[config.mk]
export PLATFORM = sky130hd
export DESIGN_NAME = dirty_bitmap_page_resample
export DESIGN_NICKNAME = d
export VERILOG_FILES = /design/src/rtl/core/dbpr_pkg.sv /design/src/rtl/core/dbpr_ram.sv /design/src/rtl/core/dbpr_cfg.sv /design/src/rtl/core/dbpr_seq.sv /design/src/rtl/core/dirty_bitmap_page_resample.sv
export SDC_FILE = /design/constraint.sdc
export NUM_CORES = 1
export LEC_CHECK = 0
export CORE_MARGIN = 3
export CORE_UTILIZATION = 28
export CTS_CLUSTER_SIZE = 10
export DETAILED_ROUTE_END_ITERATION = 6
export DONT_BUFFER_PORTS = 1
export PLACE_DENSITY_LB_ADDON = 0.25
export SETUP_SLACK_MARGIN = 0.4
export SLEW_MARGIN = 20
export SYNTH_ARGS = -nofsm -noshare
export SYNTH_HDL_FRONTEND = slang
export SYNTH_HIERARCHICAL = 1
export SYNTH_SLANG_ARGS = --single-unit
[constraint.sdc]
create_clock -name clk_i -period 13.65 [get_ports clk_i]
set_input_delay 0.6825 -clock clk_i [delete_from_list [all_inputs] [get_ports clk_i]]
set_output_delay 0.6825 -clock clk_i [all_outputs]
set_load 0.02 [all_outputs]
[src/rtl/core/dbpr_pkg.sv]
package dbpr_pkg;

  // default sizing
  localparam int unsigned REGION_PAGES_DEF = 512;
  localparam int unsigned OUT_WORDS_DEF    = 64;

  // field widths
  localparam int unsigned PAGE_W     = 9;
  localparam int unsigned CS_W       = 6;
  localparam int unsigned SS_W       = 5;
  localparam int unsigned RP_W       = 10;
  localparam int unsigned WORD_W     = 64;
  localparam int unsigned STATUS_W   = 2;
  localparam int unsigned CFG_IDX_W  = 2;
  localparam int unsigned CFG_DATA_W = 10;
  localparam int unsigned IN_DATA_W  = ((PAGE_W + CS_W + 7) / 8) * 8;

  // 64 page bits per store word
  localparam int unsigned WORD_SHIFT = 6;

  // largest region_pages value the register can hold
  localparam int unsigned MAX_RP = (1 << RP_W) - 1;

  // register reset values
  localparam logic [SS_W-1:0] SS_RESET = SS_W'(12);
  localparam logic [RP_W-1:0] RP_RESET = RP_W'(512);

  typedef enum logic [CFG_IDX_W-1:0] {
    REG_LOGGING      = 2'd0,
    REG_SERVER_SHIFT = 2'd1,
    REG_REGION_PAGES = 2'd2
  } cfg_reg_e;

  typedef enum logic [STATUS_W-1:0] {
    STATUS_OK        = 2'd0,
    STATUS_LOG_OFF   = 2'd1,
    STATUS_TOO_LARGE = 2'd2
  } status_e;

  typedef enum logic {
    FUNC_MARK = 1'b0,
    FUNC_GET  = 1'b1
  } func_e;

  // configuration view handed to the sequencer
  typedef struct packed {
    logic            logging;
    logic [SS_W-1:0] ss;
    logic [RP_W-1:0] pages;
    logic            clr_req;
  } cfg_t;

endpackage

[src/rtl/core/dbpr_ram.sv]
module dbpr_ram #(
  parameter int unsigned WIDTH = 64,
  parameter int unsigned DEPTH = 8,
  parameter int unsigned AW    = (DEPTH > 1) ? $clog2(DEPTH) : 1
) (
  input  logic             clk_i,
  input  logic             we_i,
  input  logic [AW-1:0]    addr_i,
  input  logic [WIDTH-1:0] wdata_i,
  output logic [WIDTH-1:0] rdata_o
);

  logic [WIDTH-1:0] mem_q [DEPTH];
  logic [WIDTH-1:0] rdata_q;

  always_ff @(posedge clk_i) begin
    if (we_i) begin
      mem_q[addr_i] <= wdata_i;
    end
    rdata_q <= mem_q[addr_i];
  end

  assign rdata_o = rdata_q;

endmodule

[src/rtl/core/dbpr_cfg.sv]
module dbpr_cfg #(
  parameter int unsigned REGION_PAGES = dbpr_pkg::REGION_PAGES_DEF
) (
  input  logic                             clk_i,
  input  logic                             rst_ni,
  input  logic                             cfg_we_i,
  input  logic [dbpr_pkg::CFG_IDX_W-1:0]   cfg_idx_i,
  input  logic [dbpr_pkg::CFG_DATA_W-1:0]  cfg_data_i,
  input  logic                             clr_ack_i,
  output dbpr_pkg::cfg_t                   cfg_o
);

  import dbpr_pkg::*;

  logic            logging_q, logging_d;
  logic [SS_W-1:0] ss_q, ss_d;
  logic [RP_W-1:0] rp_q, rp_d;
  logic            clr_req_q, clr_req_d;
  logic            clr_set;
  logic [RP_W-1:0] pages;

  always_comb begin
    logging_d = logging_q;
    ss_d      = ss_q;
    rp_d      = rp_q;
    clr_set   = 1'b0;
    if (cfg_we_i) begin
      unique case (cfg_idx_i)
        REG_LOGGING: begin
          // store is wiped when logging goes off or is switched on
          if (!cfg_data_i[0] || !logging_q) begin
            clr_set = 1'b1;
          end
          logging_d = cfg_data_i[0];
        end
        REG_SERVER_SHIFT: begin
          if (!logging_q) begin
            ss_d = cfg_data_i[SS_W-1:0];
          end
        end
        REG_REGION_PAGES: begin
          if (!logging_q) begin
            rp_d = cfg_data_i[RP_W-1:0];
          end
        end
        default: ;
      endcase
    end
    clr_req_d = clr_set | (clr_req_q & ~clr_ack_i);
  end

  always_ff @(posedge clk_i or negedge rst_ni) begin
    if (!rst_ni) begin
      logging_q <= 1'b0;
      ss_q      <= SS_RESET;
      rp_q      <= RP_RESET;
      clr_req_q <= 1'b1;
    end else begin
      logging_q <= logging_d;
      ss_q      <= ss_d;
      rp_q      <= rp_d;
      clr_req_q <= clr_req_d;
    end
  end

  // page count saturated at the store size
  assign pages = (32'(rp_q) > REGION_PAGES) ? RP_W'(REGION_PAGES) : rp_q;

  assign cfg_o = '{logging: logging_q, ss: ss_q, pages: pages, clr_req: clr_req_q};

  a_size_locked: assert property (@(posedge clk_i) disable iff (!rst_ni)
    cfg_we_i && (cfg_idx_i == REG_SERVER_SHIFT) && logging_q |=> $stable(ss_q))
    else $error("server page shift changed while logging");

endmodule

[src/rtl/core/dbpr_seq.sv]
module dbpr_seq #(
  parameter int unsigned REGION_PAGES = dbpr_pkg::REGION_PAGES_DEF,
  parameter int unsigned OUT_WORDS    = dbpr_pkg::OUT_WORDS_DEF,
  parameter int unsigned AW           = 3
) (
  input  logic                            clk_i,
  input  logic                            rst_ni,
  input  dbpr_pkg::cfg_t                  cfg_i,
  output logic                            clr_ack_o,
  // input words
  input  logic                            in_valid_i,
  output logic                            in_ready_o,
  input  logic                            in_func_i,
  input  logic [dbpr_pkg::PAGE_W-1:0]     in_page_i,
  input  logic [dbpr_pkg::CS_W-1:0]       in_cs_i,
  // dirty store port
  output logic                            ram_we_o,
  output logic [AW-1:0]                   ram_addr_o,
  output logic [dbpr_pkg::WORD_W-1:0]     ram_wdata_o,
  input  logic [dbpr_pkg::WORD_W-1:0]     ram_rdata_i,
  // result words
  output logic                            out_valid_o,
  input  logic                            out_ready_i,
  output logic [dbpr_pkg::WORD_W-1:0]     out_word_o,
  output logic                            out_last_o,
  output logic [dbpr_pkg::STATUS_W-1:0]   out_status_o
);

  import dbpr_pkg::*;

  localparam int unsigned StoreWords = (REGION_PAGES + 63) / 64;
  localparam int unsigned Limit      = OUT_WORDS * 64;
  localparam int unsigned MaxSteps   = (Limit > MAX_RP) ? Limit : MAX_RP;
  localparam int unsigned StepW      = $clog2(MaxSteps + 1);
  localparam int unsigned ClientW    = $clog2(Limit);
  localparam int unsigned CbitsW     = RP_W + StepW;

  typedef enum logic [5:0] {
    ST_IDLE    = 6'b000001,
    ST_MARK_WR = 6'b000010,
    ST_SETUP   = 6'b000100,
    ST_LATCH   = 6'b001000,
    ST_SCAN    = 6'b010000,
    ST_CLEAR   = 6'b100000
  } state_e;

  state_e               state_q, state_d;
  logic [RP_W-1:0]      p_q, p_d;
  logic [ClientW-1:0]   c_q, c_d;
  logic [StepW-1:0]     r_q, r_d, i_q, i_d, n_q, n_d, mask_q, mask_d;
  logic                 rep_q, rep_d;
  logic [WORD_W-1:0]    word_q, word_d, acc_q, acc_d;
  logic [CS_W-1:0]      cs_q, cs_d;
  logic [PAGE_W-1:0]    page_q, page_d;
  logic [AW-1:0]        clr_addr_q, clr_addr_d;

  logic                 out_valid_q, out_valid_d, out_load;
  logic [WORD_W-1:0]    out_word_q, out_word_d;
  logic                 out_last_q, out_last_d;
  status_e              out_status_q, out_status_d;

  logic [RP_W-1:0]      ram_page;
  logic                 slot_free;

  // get setup: mode, shift distance and client bit count
  logic [CS_W-1:0]      su_ss, su_d, su_dd;
  logic                 su_rep;
  logic [StepW:0]       su_pow;
  logic [StepW-1:0]     su_mask, su_n;
  logic [CbitsW-1:0]    su_cbits;
  logic                 su_large;

  // one scan step
  logic                 sc_bit, sc_wrap, sc_c_inc, sc_p_inc, sc_last, sc_emit, sc_reload;
  logic [WORD_W-1:0]    sc_acc;

  assign slot_free = ~out_valid_q | out_ready_i;

  always_comb begin
    su_ss    = CS_W'(cfg_i.ss);
    su_rep   = (cs_q <= su_ss);
    su_d     = su_rep ? (su_ss - cs_q) : (cs_q - su_ss);
    su_dd    = (su_d > CS_W'(StepW)) ? CS_W'(StepW) : su_d;
    su_pow   = (StepW + 1)'(1) << su_dd;
    su_mask  = StepW'(su_pow - 1'b1);
    su_cbits = su_rep ? (CbitsW'(cfg_i.pages) << su_dd)
                      : ((CbitsW'(cfg_i.pages) + CbitsW'(su_mask)) >> su_dd);
    su_large = (su_cbits > CbitsW'(Limit));
    su_n     = su_rep ? StepW'(su_cbits) : StepW'(cfg_i.pages);
  end

  always_comb begin
    sc_bit    = word_q[p_q[WORD_SHIFT-1:0]];
    sc_acc    = acc_q | (WORD_W'(sc_bit) << c_q[WORD_SHIFT-1:0]);
    sc_wrap   = (r_q == mask_q);
    sc_c_inc  = rep_q | sc_wrap;
    sc_p_inc  = ~rep_q | sc_wrap;
    sc_last   = (i_q == n_q - StepW'(1));
    sc_emit   = sc_last | (sc_c_inc & (&c_q[WORD_SHIFT-1:0]));
    sc_reload = ~sc_last & sc_p_inc & (&p_q[WORD_SHIFT-1:0]);
  end

  always_comb begin
    state_d      = state_q;
    p_d          = p_q;
    c_d          = c_q;
    r_d          = r_q;
    i_d          = i_q;
    n_d          = n_q;
    mask_d       = mask_q;
    rep_d        = rep_q;
    word_d       = word_q;
    acc_d        = acc_q;
    cs_d         = cs_q;
    page_d       = page_q;
    clr_addr_d   = clr_addr_q;
    clr_ack_o    = 1'b0;
    ram_we_o     = 1'b0;
    ram_wdata_o  = '0;
    ram_page     = '0;
    out_load     = 1'b0;
    out_word_d   = out_word_q;
    out_last_d   = out_last_q;
    out_status_d = out_status_q;

    unique case (state_q)
      ST_IDLE: begin
        ram_page = RP_W'(in_page_i);
        if (cfg_i.clr_req) begin
          clr_ack_o  = 1'b1;
          clr_addr_d = '0;
          state_d    = ST_CLEAR;
        end else if (in_valid_i) begin
          if (in_func_i == FUNC_GET) begin
            cs_d    = in_cs_i;
            state_d = ST_SETUP;
          end else if (cfg_i.logging && (RP_W'(in_page_i) < cfg_i.pages)) begin
            page_d  = in_page_i;
            state_d = ST_MARK_WR;
          end
        end
      end

      ST_MARK_WR: begin
        ram_page    = RP_W'(page_q);
        ram_we_o    = 1'b1;
        ram_wdata_o = ram_rdata_i | (WORD_W'(1) << page_q[WORD_SHIFT-1:0]);
        state_d     = ST_IDLE;
      end

      ST_SETUP: begin
        ram_page = '0;
        if (!cfg_i.logging || su_large || (su_n == '0)) begin
          // single-word answer: error or empty region
          if (slot_free) begin
            out_load   = 1'b1;
            out_word_d = '0;
            out_last_d = 1'b1;
            if (!cfg_i.logging) begin
              out_status_d = STATUS_LOG_OFF;
            end else if (su_large) begin
              out_status_d = STATUS_TOO_LARGE;
            end else begin
              out_status_d = STATUS_OK;
            end
            state_d = ST_IDLE;
          end
        end else begin
          rep_d   = su_rep;
          mask_d  = su_mask;
          n_d     = su_n;
          p_d     = '0;
          c_d     = '0;
          r_d     = '0;
          i_d     = '0;
          acc_d   = '0;
          state_d = ST_LATCH;
        end
      end

      ST_LATCH: begin
        // capture the store word and clear it behind the read
        ram_page    = p_q;
        ram_we_o    = 1'b1;
        ram_wdata_o = '0;
        word_d      = ram_rdata_i;
        state_d     = ST_SCAN;
      end

      ST_SCAN: begin
        ram_page = p_q + RP_W'(1);
        if (!sc_emit || slot_free) begin
          r_d = sc_wrap ? '0 : (r_q + StepW'(1));
          i_d = i_q + StepW'(1);
          if (sc_c_inc) begin
            c_d = c_q + ClientW'(1);
          end
          if (sc_p_inc) begin
            p_d = p_q + RP_W'(1);
          end
          if (sc_emit) begin
            out_load     = 1'b1;
            out_word_d   = sc_acc;
            out_last_d   = sc_last;
            out_status_d = STATUS_OK;
            acc_d        = '0;
          end else begin
            acc_d = sc_acc;
          end
          if (sc_last) begin
            state_d = ST_IDLE;
          end else if (sc_reload) begin
            state_d = ST_LATCH;
          end else begin
            state_d = ST_SCAN;
          end
        end
      end

      ST_CLEAR: begin
        ram_we_o    = 1'b1;
        ram_wdata_o = '0;
        if (cfg_i.clr_req) begin
          // fresh request restarts the sweep
          clr_ack_o  = 1'b1;
          clr_addr_d = '0;
        end else if (clr_addr_q == AW'(StoreWords - 1)) begin
          state_d = ST_IDLE;
        end else begin
          clr_addr_d = clr_addr_q + AW'(1);
        end
      end

      default: state_d = ST_IDLE;
    endcase
  end

  assign ram_addr_o = (state_q == ST_CLEAR) ? clr_addr_q : AW'(ram_page >> WORD_SHIFT);

  assign out_valid_d = out_load | (out_valid_q & ~out_ready_i);

  always_ff @(posedge clk_i or negedge rst_ni) begin
    if (!rst_ni) begin
      state_q     <= ST_IDLE;
      out_valid_q <= 1'b0;
    end else begin
      state_q     <= state_d;
      out_valid_q <= out_valid_d;
    end
  end

  always_ff @(posedge clk_i) begin
    p_q          <= p_d;
    c_q          <= c_d;
    r_q          <= r_d;
    i_q          <= i_d;
    n_q          <= n_d;
    mask_q       <= mask_d;
    rep_q        <= rep_d;
    word_q       <= word_d;
    acc_q        <= acc_d;
    cs_q         <= cs_d;
    page_q       <= page_d;
    clr_addr_q   <= clr_addr_d;
    out_word_q   <= out_word_d;
    out_last_q   <= out_last_d;
    out_status_q <= out_status_d;
  end

  assign in_ready_o   = (state_q == ST_IDLE) & ~cfg_i.clr_req;
  assign out_valid_o  = out_valid_q;
  assign out_word_o   = out_word_q;
  assign out_last_o   = out_last_q;
  assign out_status_o = out_status_q;

  a_scan_range: assert property (@(posedge clk_i) disable iff (!rst_ni)
    (state_q == ST_SCAN) |-> (i_q < n_q))
    else $error("scan step past the step count");

  a_err_single: assert property (@(posedge clk_i) disable iff (!rst_ni)
    out_valid_q && (out_status_q != STATUS_OK) |-> out_last_q && (out_word_q == '0))
    else $error("error word is not a lone zero word");

  a_latch_src: assert property (@(posedge clk_i) disable iff (!rst_ni)
    (state_q == ST_LATCH) |-> ($past(state_q) == ST_SETUP) || ($past(state_q) == ST_SCAN))
    else $error("store word latched without a read");

  a_mark_src: assert property (@(posedge clk_i) disable iff (!rst_ni)
    (state_q == ST_MARK_WR) |-> $past(in_valid_i && in_ready_o))
    else $error("mark write without an accepted word");

endmodule

[src/rtl/core/dirty_bitmap_page_resample.sv]
// dirty page bitmap of one region, resampled to the client page size on read
//
// config port: cfg_we_i writes cfg_data_i into register cfg_idx_i (0 logging enable,
//   1 server page shift, 2 region pages); sizes are frozen while logging is on
// s_axis: one word per request, tuser picks mark (0) or get (1)
//   mark: sets one page bit with a read-modify-write on the single store port
//   get: setup, then one scan step per cycle unless a due result word meets a full
//     output register, plus a store fetch for each 64-page store word; steps =
//     client bits when client pages are not larger than logging pages, else region
//     pages; each 64 client bits leave as one m_axis word, tlast on the final one;
//     error or empty answers are a single zero word
// the store word is zeroed as it is fetched, so a get that scans leaves the bitmap clear
// reset and any write that clears the bitmap start a sweep over all ceil(REGION_PAGES/64)
//   store words (8 by default) during which s_axis_tready stays low
// results sit in an output register; a stalled receiver only stops the scan
//   when the next word is due, and s_axis_tready stays low until a get is done
module dirty_bitmap_page_resample #(
  parameter int unsigned REGION_PAGES = dbpr_pkg::REGION_PAGES_DEF,
  parameter int unsigned OUT_WORDS    = dbpr_pkg::OUT_WORDS_DEF
) (
  input  logic                              clk_i,
  input  logic                              rst_ni,
  // configuration writes
  input  logic                              cfg_we_i,
  input  logic [dbpr_pkg::CFG_IDX_W-1:0]    cfg_idx_i,
  input  logic [dbpr_pkg::CFG_DATA_W-1:0]   cfg_data_i,
  // request stream
  input  logic                              s_axis_tvalid,
  output logic                              s_axis_tready,
  input  logic [dbpr_pkg::IN_DATA_W-1:0]    s_axis_tdata,  // page_index, client_page_shift
  input  logic                              s_axis_tuser,  // func
  // result stream
  output logic                              m_axis_tvalid,
  input  logic                              m_axis_tready,
  output logic [dbpr_pkg::WORD_W-1:0]       m_axis_tdata,  // client_word
  output logic                              m_axis_tlast,
  output logic [dbpr_pkg::STATUS_W-1:0]     m_axis_tuser   // status
);

  import dbpr_pkg::*;

  localparam int unsigned StoreWords = (REGION_PAGES + 63) / 64;
  localparam int unsigned AddrW      = (StoreWords > 1) ? $clog2(StoreWords) : 1;

  cfg_t              cfg;
  logic              clr_ack;
  logic              ram_we;
  logic [AddrW-1:0]  ram_addr;
  logic [WORD_W-1:0] ram_wdata, ram_rdata;
  logic [PAGE_W-1:0] in_page;
  logic [CS_W-1:0]   in_cs;

  // unpack request fields
  assign in_page = s_axis_tdata[PAGE_W-1:0];
  assign in_cs   = s_axis_tdata[PAGE_W +: CS_W];

  dbpr_cfg #(
    .REGION_PAGES (REGION_PAGES)
  ) u_cfg (
    .clk_i      (clk_i),
    .rst_ni     (rst_ni),
    .cfg_we_i   (cfg_we_i),
    .cfg_idx_i  (cfg_idx_i),
    .cfg_data_i (cfg_data_i),
    .clr_ack_i  (clr_ack),
    .cfg_o      (cfg)
  );

  // dirty bit store, one 64-bit word per 64 logging pages
  dbpr_ram #(
    .WIDTH (WORD_W),
    .DEPTH (StoreWords),
    .AW    (AddrW)
  ) u_ram (
    .clk_i   (clk_i),
    .we_i    (ram_we),
    .addr_i  (ram_addr),
    .wdata_i (ram_wdata),
    .rdata_o (ram_rdata)
  );

  dbpr_seq #(
    .REGION_PAGES (REGION_PAGES),
    .OUT_WORDS    (OUT_WORDS),
    .AW           (AddrW)
  ) u_seq (
    .clk_i        (clk_i),
    .rst_ni       (rst_ni),
    .cfg_i        (cfg),
    .clr_ack_o    (clr_ack),
    .in_valid_i   (s_axis_tvalid),
    .in_ready_o   (s_axis_tready),
    .in_func_i    (s_axis_tuser),
    .in_page_i    (in_page),
    .in_cs_i      (in_cs),
    .ram_we_o     (ram_we),
    .ram_addr_o   (ram_addr),
    .ram_wdata_o  (ram_wdata),
    .ram_rdata_i  (ram_rdata),
    .out_valid_o  (m_axis_tvalid),
    .out_ready_i  (m_axis_tready),
    .out_word_o   (m_axis_tdata),
    .out_last_o   (m_axis_tlast),
    .out_status_o (m_axis_tuser)
  );

endmodule

==> flow_summary_export.csv <==
group,metric,value,unit
outcome,status,"finished clean",
min_path,min-delay-start,"s_axis_tdata[2]",
yosys,synth_cell_types,99,
worst_setup_path,worstPathMaxFanout,67,
yosys,synth_area_leader_cell,"edfxtp_1",
timing,finClkSkew,0.0475,ns
routing,wl_per_cell,23.2,um
routing,antenna_left,0,
yosys,netlist_area,0.0371,mm2
layout,drive_above_1_share,17.8,%
worst_setup_path,critPathCaptureType,"flop",
routing,drc,0,
yosys,synthTopCellsByArea,"edfxtp_1, mux2_2, dfxtp_1, mux4_2, nor2_1",
min_path,holdPathStages,0,
placed_design,port_buffers,0,
yosys,synth_top_area_share,64.2,%
worst_setup_path,cp_num_buf_inv,3,
timing,slew_viol_final,0,
placed_design,gp_congestion,0.851,
worst_setup_path,slowest_delay,0.90,ns
routing,vias_per_cell,5.07,
timing,setup_viol,0,
timing,max_freq,105,MHz
worst_setup_path,cpLargestDelayFamily,"compound AO/OA/AOI/OAI gates",
flow_run,max_cap_violations,0,
cts,numCtsBuffers,101,
global_route,grt_max_degree,103,
cts,cts_buffer_depth,3,
yosys,synth-seq-cells,881,
global_route,grt_pass1_vias,22624,
yosys,yosys_warnings,6,
timing,period_needed,9.56,ns
timing,max_slew_margin,25.2,%
timing,hold_viol_final,0,
worst_setup_path,slowest_stage,"ha_1",
timing,rsz0062_at_grt,"false",
yosys,async_flop_share,2.72,%
layout,stdcell_count,4338,
floorplanning,dieArea,0.137,mm2
global_route,antenna_found_initial,4,
floorplanning,initial_utilization,28.4,%
yosys,synth-edff-count,793,
layout,areaGrowthSynthToFinish,14.0,%
layout,final_cell_mix,"edfxtp_1, nor2_1, mux2_2, a21oi_1, clkbuf_16",
timing,worstMarginPinSlew,1.12,ns
yosys,yosysSeqAreaShare,69.2,%
global_route,grt_usage,14.5,%
pwr,p_leak,0.0128,uW
cts,cts_tree,"built",
pwr,vdd_ir_drop_max,0.134,mV
worst_setup_path,critPathLaunchType,"flop",
global_route,grt_first_pass_wirelength,150000,um
yosys,syn_inst,2500,
floorplanning,die_x,370,um
min_path,hold_path_end,"u_seq/page_q[2]$_DFFE_PP_",
cts,clk_pin_slew,0.06,ns
placed_design,dp.cells,4153,
cts,htree_levels,3,
timing,finalSetupTns,0,ns
min_path,min_path_type,"in -> reg",
worst_setup_path,r2r_setup_slack,4.09,ns
pwr,power_density,190,mW/mm2
floorplanning,boundaryPins,103,
layout,layout.nets,2590,
yosys,syn_area_per_cell,14.8,um2
cts,clkLatencyLatePin,0.70,ns
floorplanning,core_area,0.131,mm2
timing,fin_crit_sh,70.0,%
worst_setup_path,ff2ff_path_depth,28,
worst_setup_path,worstPathArrival,9.87,ns
worst_setup_path,rr_endpoint,"u_seq/acc_q[60]$_SDFFCE_PN0P_",
cts,clkSinkCount,881,
worst_setup_path,r2r-start,"u_cfg/ss_q[0]$_DFFE_PN0P_",
cts,cts_root_buf,"clkbuf_16",
floorplanning,rows,132,
global_route,overflow,0,
cts,postCtsResizedCells,0,
routing,dr_total_vias,22012,
floorplanning,die_height,370,um
placed_design,dp.final_hpwl,59100,um
routing,routed_wirelength,101000,um
routing,drt-pass1-iter-count,5,
worst_setup_path,cp_data_required_time,13.96,ns
yosys,synth_top_flop_cell,"edfxtp_1",
yosys,synth.net_count,2574,
layout,final_common_cell,"edfxtp_1",
layout,fin_util,32.4,%
routing,drtIter0Drc,1610,
worst_setup_path,crit_type,"reg -> reg",
cell type report:
class                      count  area (um2)
antenna                        1        2.50
clock buffer                 171        2810
clock inverter                11         262
fill                       12683       88300
inverter                      40         150
multi-input combinational   1439       10800
sequential                   881       25700
tap                         1742        2180
timing repair buffer          53         425
per-stage QoR:
step | area (um2) | setup slack (ns) | hold slack (ns) | total power [uW]
after floorplan | 37100 | 2.93 | 0.387 | 4890
after global placement | 39200 | 4.33 | 0.389 | 5550
after detailed placement | 39200 | 4.11 | 0.388 | 5540
after CTS | 42300 | 4.09 | 0.00579 | 8110
after global routing | 42300 | 3.43 | 0.0279 | 8430
final | 42300 | 4.09 | 0.0730 | 8030
Yosys cell counts, drive strengths merged, types with 13 or more instances:
library cell and n:
dfxtp 64, nand2 88, a21o 13, nand2b 19
mux2 180, xor2 35, xnor2 34, o21ai 70
nor2 237, edfxtp 793, inv 39, a21oi 165
nor3 103, mux4 51, dfrtp 19, ha 37
clkbuf 81, a211oi 13, buf 59, a222oi 30
nor2b 22, a22oi 71, nand3 42, a31oi 15
o211ai 33, nor4 13
report_power, final:
part           internal (uW)  switching (uW)
Sequential              3210             127
Combinational            796            1380
Clock                   1460            1060
routing by layer:
| metal | part of all wire [%] | wire length (um) | track usage (%) |
|---|---|---|---|
| met2 | 48 | 48600 | 24.0 |
| met5 | 0 | 0 | 0 |
| met4 | 2.2 | 2260 | 4.17 |
| met1 | 44 | 44200 | 19.4 |
| met3 | 5.5 | 5490 | 2.46 |
worst reg2reg max path: cells and delay by family (launching register included):
kind	cells	cell delay (ns)
xor+xnor	1	0.19
fa+ha+maj	3	1.61
simple gates	7	2.27
compound gates	14	3.64
flops	1	0.37
buf+inv	3	1.02
worst max-delay path by stage:
stage / start / end / cells after the start
CTS: u_seq/cs_q[0]$_DFFE_PP_ / u_seq/acc_q[29]$_SDFFCE_PN0P_ / 27
floorplan: u_cfg/ss_q[3]$_DFFE_PN1P_ / u_seq/out_last_o$_SDFFCE_PP1P_ / 28
finish: u_cfg/ss_q[0]$_DFFE_PN0P_ / u_seq/acc_q[60]$_SDFFCE_PN0P_ / 28
global route: u_cfg/ss_q[0]$_DFFE_PN0P_ / u_seq/acc_q[57]$_SDFFCE_PN0P_ / 28
detailed placement: u_seq/cs_q[0]$_DFFE_PP_ / u_seq/acc_q[60]$_SDFFCE_PN0P_ / 27
global placement: u_cfg/ss_q[0]$_DFFE_PN0P_ / u_seq/acc_q[61]$_SDFFCE_PN0P_ / 29
flip-flops by register name, indices dropped and copies added (netlist names), 10 cells and up:
| signal | cells |
|---|---|
| u_cfg/rp_q | 10 |
| u_ram/mem_q | 512 |
| u_ram/rdata_o | 64 |
| u_seq/acc_q | 64 |
| u_seq/i_q | 13 |
| u_seq/mask_q | 13 |
| u_seq/n_q | 13 |
| u_seq/out_word_o | 64 |
| u_seq/r_q | 13 |
| u_seq/word_q | 64 |
cells by family (layout without fill, tap and decap cells):
kind of cell    count (synthesis)  count (layout)  share of synthesized area [%]
compound gates                497             497                           9.08
xor+xnor                       69              69                           1.63
fa+ha+maj                      40              40                           1.41
buf+inv                       180             275                           2.15
flops                         881             881                           69.2
mux                           235             235                           8.67
other cells                     0               1                              0
simple gates                  598             598                           7.82
what timing repair did:
| item | in CTS | in global routing |
|---|---|---|
| endpoints found under the hold margin | 24 | 0 |
| buffers inserted | 0 | 0 |
| hold buffers | 2 | 0 |
| endpoints found under the setup margin | 0 | 0 |
Power figures use the tool's default switching activity.
